### config.mk
export PLATFORM = sky130hd
export DESIGN_NAME = sttc_step_unit
export DESIGN_NICKNAME = d
export VERILOG_FILES = /design/src/hw/rtl/sttc_pkg.sv /design/src/hw/rtl/sttc_step_unit.sv
export SDC_FILE = /design/constraint.sdc
export NUM_CORES = 1
export LEC_CHECK = 0
export ABC_AREA = 1
export BUFFER_PORTS_ARGS = -buffer_cell sky130_fd_sc_hd__buf_2
export CORE_AREA = 2 2 106 108
export DETAILED_ROUTE_END_ITERATION = 16
export DIE_AREA = 0 0 108 110
export GPL_TIMING_DRIVEN = 0
export PLACE_DENSITY = 0.81
export RECOVER_POWER = 100
export SETUP_SLACK_MARGIN = 0.15
export SYNTH_ARGS = -nofsm -noshare
export SYNTH_HDL_FRONTEND = slang
export SYNTH_SLANG_ARGS = --single-unit
### constraint.sdc
create_clock -name vclk -period 2.6
set_input_delay 0.52 -clock vclk [all_inputs]
set_output_delay 0.52 -clock vclk [all_outputs]
set_load 0.02 [all_outputs]
### src/hw/rtl/sttc_pkg.sv
`timescale 1ns / 1ps

package sttc_pkg;

    localparam int unsigned SEED_W     = 16;
    localparam int unsigned NIB_W      = 4;
    localparam int unsigned WORD_W     = 16;
    localparam int unsigned WORD_COUNT = 10;
    localparam int unsigned REF_W      = WORD_W * WORD_COUNT;
    localparam int unsigned CTRL_W     = 40;
    localparam int unsigned CFG_W      = 64;

    localparam logic [2:0]       LAST_ROUND  = 3'd4;
    localparam logic [4:0]       LAST_STEP   = 5'd31;
    localparam logic [NIB_W-1:0] INDEX_START = 4'hF;

    typedef enum logic [1:0] {
        CFG_WORDS_LOW  = 2'd0,
        CFG_WORDS_MID  = 2'd1,
        CFG_WORDS_HIGH = 2'd2,
        CFG_CONTROL    = 2'd3
    } cfg_index_t;

    // Outcome of one step of the trace walk.
    typedef struct packed {
        logic             fail;
        logic [NIB_W-1:0] idx;
        logic [NIB_W-1:0] shift;
    } step_result_t;

    // Bits 5..2 of a reference word rotated left by rot.
    function automatic logic [NIB_W-1:0] ref_nibble(input logic [WORD_W-1:0] word,
                                                    input logic [3:0] rot);
        logic [2*WORD_W-1:0] dbl;
        dbl = {word, word} << rot;
        return dbl[WORD_W+5 -: NIB_W];
    endfunction

endpackage

### src/hw/rtl/sttc_step_unit.sv
`timescale 1ns / 1ps

module sttc_step_unit (
    input  logic [sttc_pkg::SEED_W-1:0] first_seed,
    input  logic [sttc_pkg::SEED_W-1:0] second_seed,
    input  logic [sttc_pkg::SEED_W-1:0] third_seed,
    input  logic [sttc_pkg::NIB_W-1:0]  idx,
    input  logic [sttc_pkg::NIB_W-1:0]  shift,
    input  logic [2:0]                  round,
    input  logic [4:0]                  step,
    input  logic [sttc_pkg::REF_W-1:0]  ref_words,
    input  logic [sttc_pkg::CTRL_W-1:0] ref_control,
    output sttc_pkg::step_result_t      result
);
    import sttc_pkg::*;

    logic [1:0]        ptr;
    logic [3:0]        word_sel;
    logic [WORD_W-1:0] word;
    logic [NIB_W-1:0]  digit;
    logic [5:0]        ctrl_sel;

    always_comb
    begin
        ptr      = {first_seed[idx], second_seed[idx]};
        // Two reference words per round, the second serving steps 16 to 31.
        word_sel = {round, 1'b0} + {3'd0, step[4]};
        word     = ref_words[word_sel * WORD_W +: WORD_W];
        // Digit 0 is the top nibble of the third seed.
        digit    = third_seed[{~ptr, 2'b00} +: NIB_W];
        ctrl_sel = {round, step[4:2]};

        result.fail  = (step[1:0] == 2'b00) && (ptr[0] != ref_control[ctrl_sel]);
        result.idx   = idx ^ ref_nibble(word, step[3:0]) ^ shift ^ digit;
        result.shift = {shift[NIB_W-2:0], ptr[1]};
    end

endmodule

======== Word level (Yosys, flattened, before mapping) ========
Index checks and enable logic that the tools add are counted.
word-level totals
  input bits .............................. 264
  flip-flop bits (word level) ............. 0
  word-level logic and storage cells ...... 19
  output and inout port bits .............. 9
cells by class
  equality and inequality tests ........... 1
  reduce and logical (&&, ||, !) cells .... 2
  add/sub/neg operators ................... 1
  shifts and indexed selects .............. 3
  mux-type cells .......................... 6
  bitwise operators ....................... 4
  magnitude comparators ................... 2
operators by type and width
  kind                number
  $shiftx 160x9->16   1
  $shl 32x4->22       1
  $shiftx 16x5->4     1
  $xor 4x4->4         3
  $bmux 1 s4          2
  $lt 6x7->1 const B  1
  $bmux 1 s6          1
  $lt 4x5->1 const B  1
  $add 4x1->4         1
  $mux 1              3
  $logic_not 2->1     1
  $not 2->2           1
  $logic_and 1x1->1   1
  $ne 1x1->1          1

======== Logic depth before layout (Yosys ltp) ========
  depth in word-level cells ............... 6
  depth in mapped cells ................... 16
  depth with buffers taken out ............ 16

======== Worst setup path after synthesis ========
No wires, ideal clock.
  path type ............................... input -> output
  from .................................... input port round[1]
  to ...................................... output port result[6] (netlist bit)
  arrival time ............................ 1.798 ns
  stages on the path ...................... 11
  slack ................................... 0.282 ns
  data required time ...................... 2.080 ns
  buffers on the path ..................... 2
  cells stage by stage .................... buf_4 -> nor3_4 -> buf_4 -> nand2_1 -> nand3_1 -> nand3_1 -> nand3_1 -> nand3_1 -> nand2_1 -> nand2_1 -> nand2_1
RTL lines
  element             RTL line              source
  start: declaration  sttc_step_unit.sv:9   input logic [2:0] round,
  end: declaration    sttc_step_unit.sv:13  output sttc_pkg::step_result_t result

==> impl_metrics.csv <==
group,metric,value,unit
floorplanning,die_y,110,um
drt,routed_wl,20030,um
place,dp.cells,1209,
place,gp_congestion,0.9677,
finish,final_common_cell,"nand2_1",
timing,period_needed,2630,ps
timing,slew-limit-headroom,66.61,%
place,place_area,0.005071,mm^2
finish,seq_area,0,um^2
logic_synthesis,synth_warnings,0,
floorplanning,io_pins,273,
timing,worst_slack,-30.18,ps
floorplanning,coreArea,0.01070,mm^2
floorplanning,row_count,38,
finish,drive_above_1_share,46.26,%
timing,max_freq,380.2,MHz
pwr,ir_drop,0.1336,mV
setup_path,startpoint_type,"input pin",
job,drv_cap,0,
cts,ctsHoldBuffers,0,
logic_synthesis,post_synth_instance_area,0.003550,mm^2
logic_synthesis,ys_seq_area_share,0,%
floorplanning,initial_core_util,33.18,%
drt,final_antenna_net_count,0,
outcome,status,"complete, but fails checks",
logic_synthesis,synth_area_leaders,"nand2_1 35%, nand3_1 27%, inv_1 12%",
floorplanning,die_w,108,um
floorplanning,dieArea,0.01188,mm^2
setup_path,worst_setup_path_end_kind,"primary output",
min_path,min-delay-path-class,"input pin to primary output",
timing,slew_violations,0,
global_routing,first_global_vias,5793,
finish,area_growth,84.81,%
finish,stdcell_count,1238,
timing,tightestPinTransition,500.8,ps
setup_path,max_stage_delay,160,ps
setup_path,path_class,"input pin to primary output",
outcome,violations,"negative setup slack",
finish,fillers,983,
timing,fin_crit_sh,101.2,%
place,portBuffers,269,
logic_synthesis,yosys.area.top_type_share,35.42,%
setup_path,crit_path_cell_trace,"buf_12, buf_8, nor2_1, nor2_1, o21ai_0, nand3_1, nand3_2, nand2_4, inv_4, nand2_1, nand2_1, nand2_1, nand2_1, inv_1, nand2_1, nand2_1, buf_6",
drt,vias,6502,
global_routing,grt.total_usage,27.40,%
setup_path,cp.required,2080,ps
setup_path,crit_path_top_delay_cell,"nand3_1",
timing,finalSetupViolCount,3,
place,dpl.hpwl,13740,um
finish,nets,1362,
finish,final_cell_mix,"301 x nand2_1, 261 x buf_2, 106 x inv_1",
global_routing,gr-total-overflow,0,
logic_synthesis,yosysTopAreaCell,"nand2_1",
global_routing,antenna_found_initial,3,
drt,routedWlPerCell,16.18,um
global_routing,grt_max_degree,11,
global_routing,grt_pass1_wl,26140,um
finish,final_area,0.006560,mm^2
setup_path,crit_path_max_fanout,7,
logic_synthesis,synthDistinctLibCells,22,
drt,vias_per_cell,5.252,
logic_synthesis,avgSynthCellArea,4.437,um^2
setup_path,cp.arrival,2110,ps
pwr,powerDensity,192.7,mW/mm^2
finish,seq_cells,0,
setup_path,critical_path.most_common_cell,"nand2_1",
drt,drt_iter0_markers,643,
timing,grt_setup_unrepaired,"true",
drt,drc_errors,0,
logic_synthesis,syn_inst,800,
timing,hold_viol_final,0,
finish,nClkBuffers,0,
pwr,leakage,3.906,nW
logic_synthesis,syn_nets,1064,
timing,fin_hold_ws,1424,ps
drt,first_pass_iters,11,
[what timing repair did]
action	in CTS	in global routing
buffers inserted	5	6
pin swaps	38	82
endpoints found under the hold margin	0	0
endpoints found under the setup margin	5	5
resized for setup	143	158
gates cloned	5	11
[layer usage]
layer / wire length (um) / vias to the layer above / GRT usage (%)
met3: 1979 / 108 / 5.585
met2: 10070 / 411 / 53.37
li1: - / 3103 / -
met1: 6710 / 2878 / 27.61
met5: 10 / - / 0
met4: 1264 / 2 / 13.55
[final timing paths]
check	startpoint	endpoint	slack, ps	depth (start not counted)
worst min-delay path	shift[0]	result[1]	1420	3
worst max-delay path	idx[0]	result[6]	-30	17
[cell usage after synthesis, drive strengths merged]
library cell and count:
nand2 337, clkbuf 8, clkinv 2, o221ai 8, buf 46, nand3b 6
nor3 1, o211ai 4, o21ai 27, xnor2 3, inv 114, nor2 48
o22ai 1, xor2 1, nand3 194
[per-stage QoR]
step           power (mW)  setup WS, ps  utilization [%]  setup TNS, ps
2_1_floorplan      0.5471         282.3                -              0
3_3_place_gp       0.8971        -356.2            47.40          -1494
3_5_place_dp       0.9052        -374.0            47.40          -1579
4_1_cts             1.056         53.96            53.92              0
5_1_grt             1.371        -193.3            61.32         -712.2
6_report            1.264        -30.18            61.32         -60.40
[power breakdown]
part	switching (mW)	internal, mW	leakage (nW)
Sequential	0	0	0
Clock	0	0.000000103	0.0000127
Combinational	0.691	0.573	3.91
[area by class of cell]
cell class | instances | area, um^2 | area share (%)
antenna | 2 | 5.005 | 0.07629
buffer | 54 | 608.1 | 9.270
inverter | 116 | 464.2 | 7.076
multi-input combinational | 630 | 3508 | 53.48
tap | 140 | 175.2 | 2.670
timing repair buffer | 296 | 1799 | 27.43
[critical path: cells and delay by family]
family / cells / cell delay (ps)
AO/OA/AOI/OAI: 1 / 90
AND/OR/NAND/NOR: 11 / 970
buffers and inverters: 5 / 510
[cell families after synthesis]
group	share of synthesized area [%]
and+or+nand+nor	70.07
xor gates and xnor gates	0.9871
buffers and inverters	22.14
AOI/OAI and AO/OA	6.803
No activity file was read; power rests on OpenSTA's default activity.
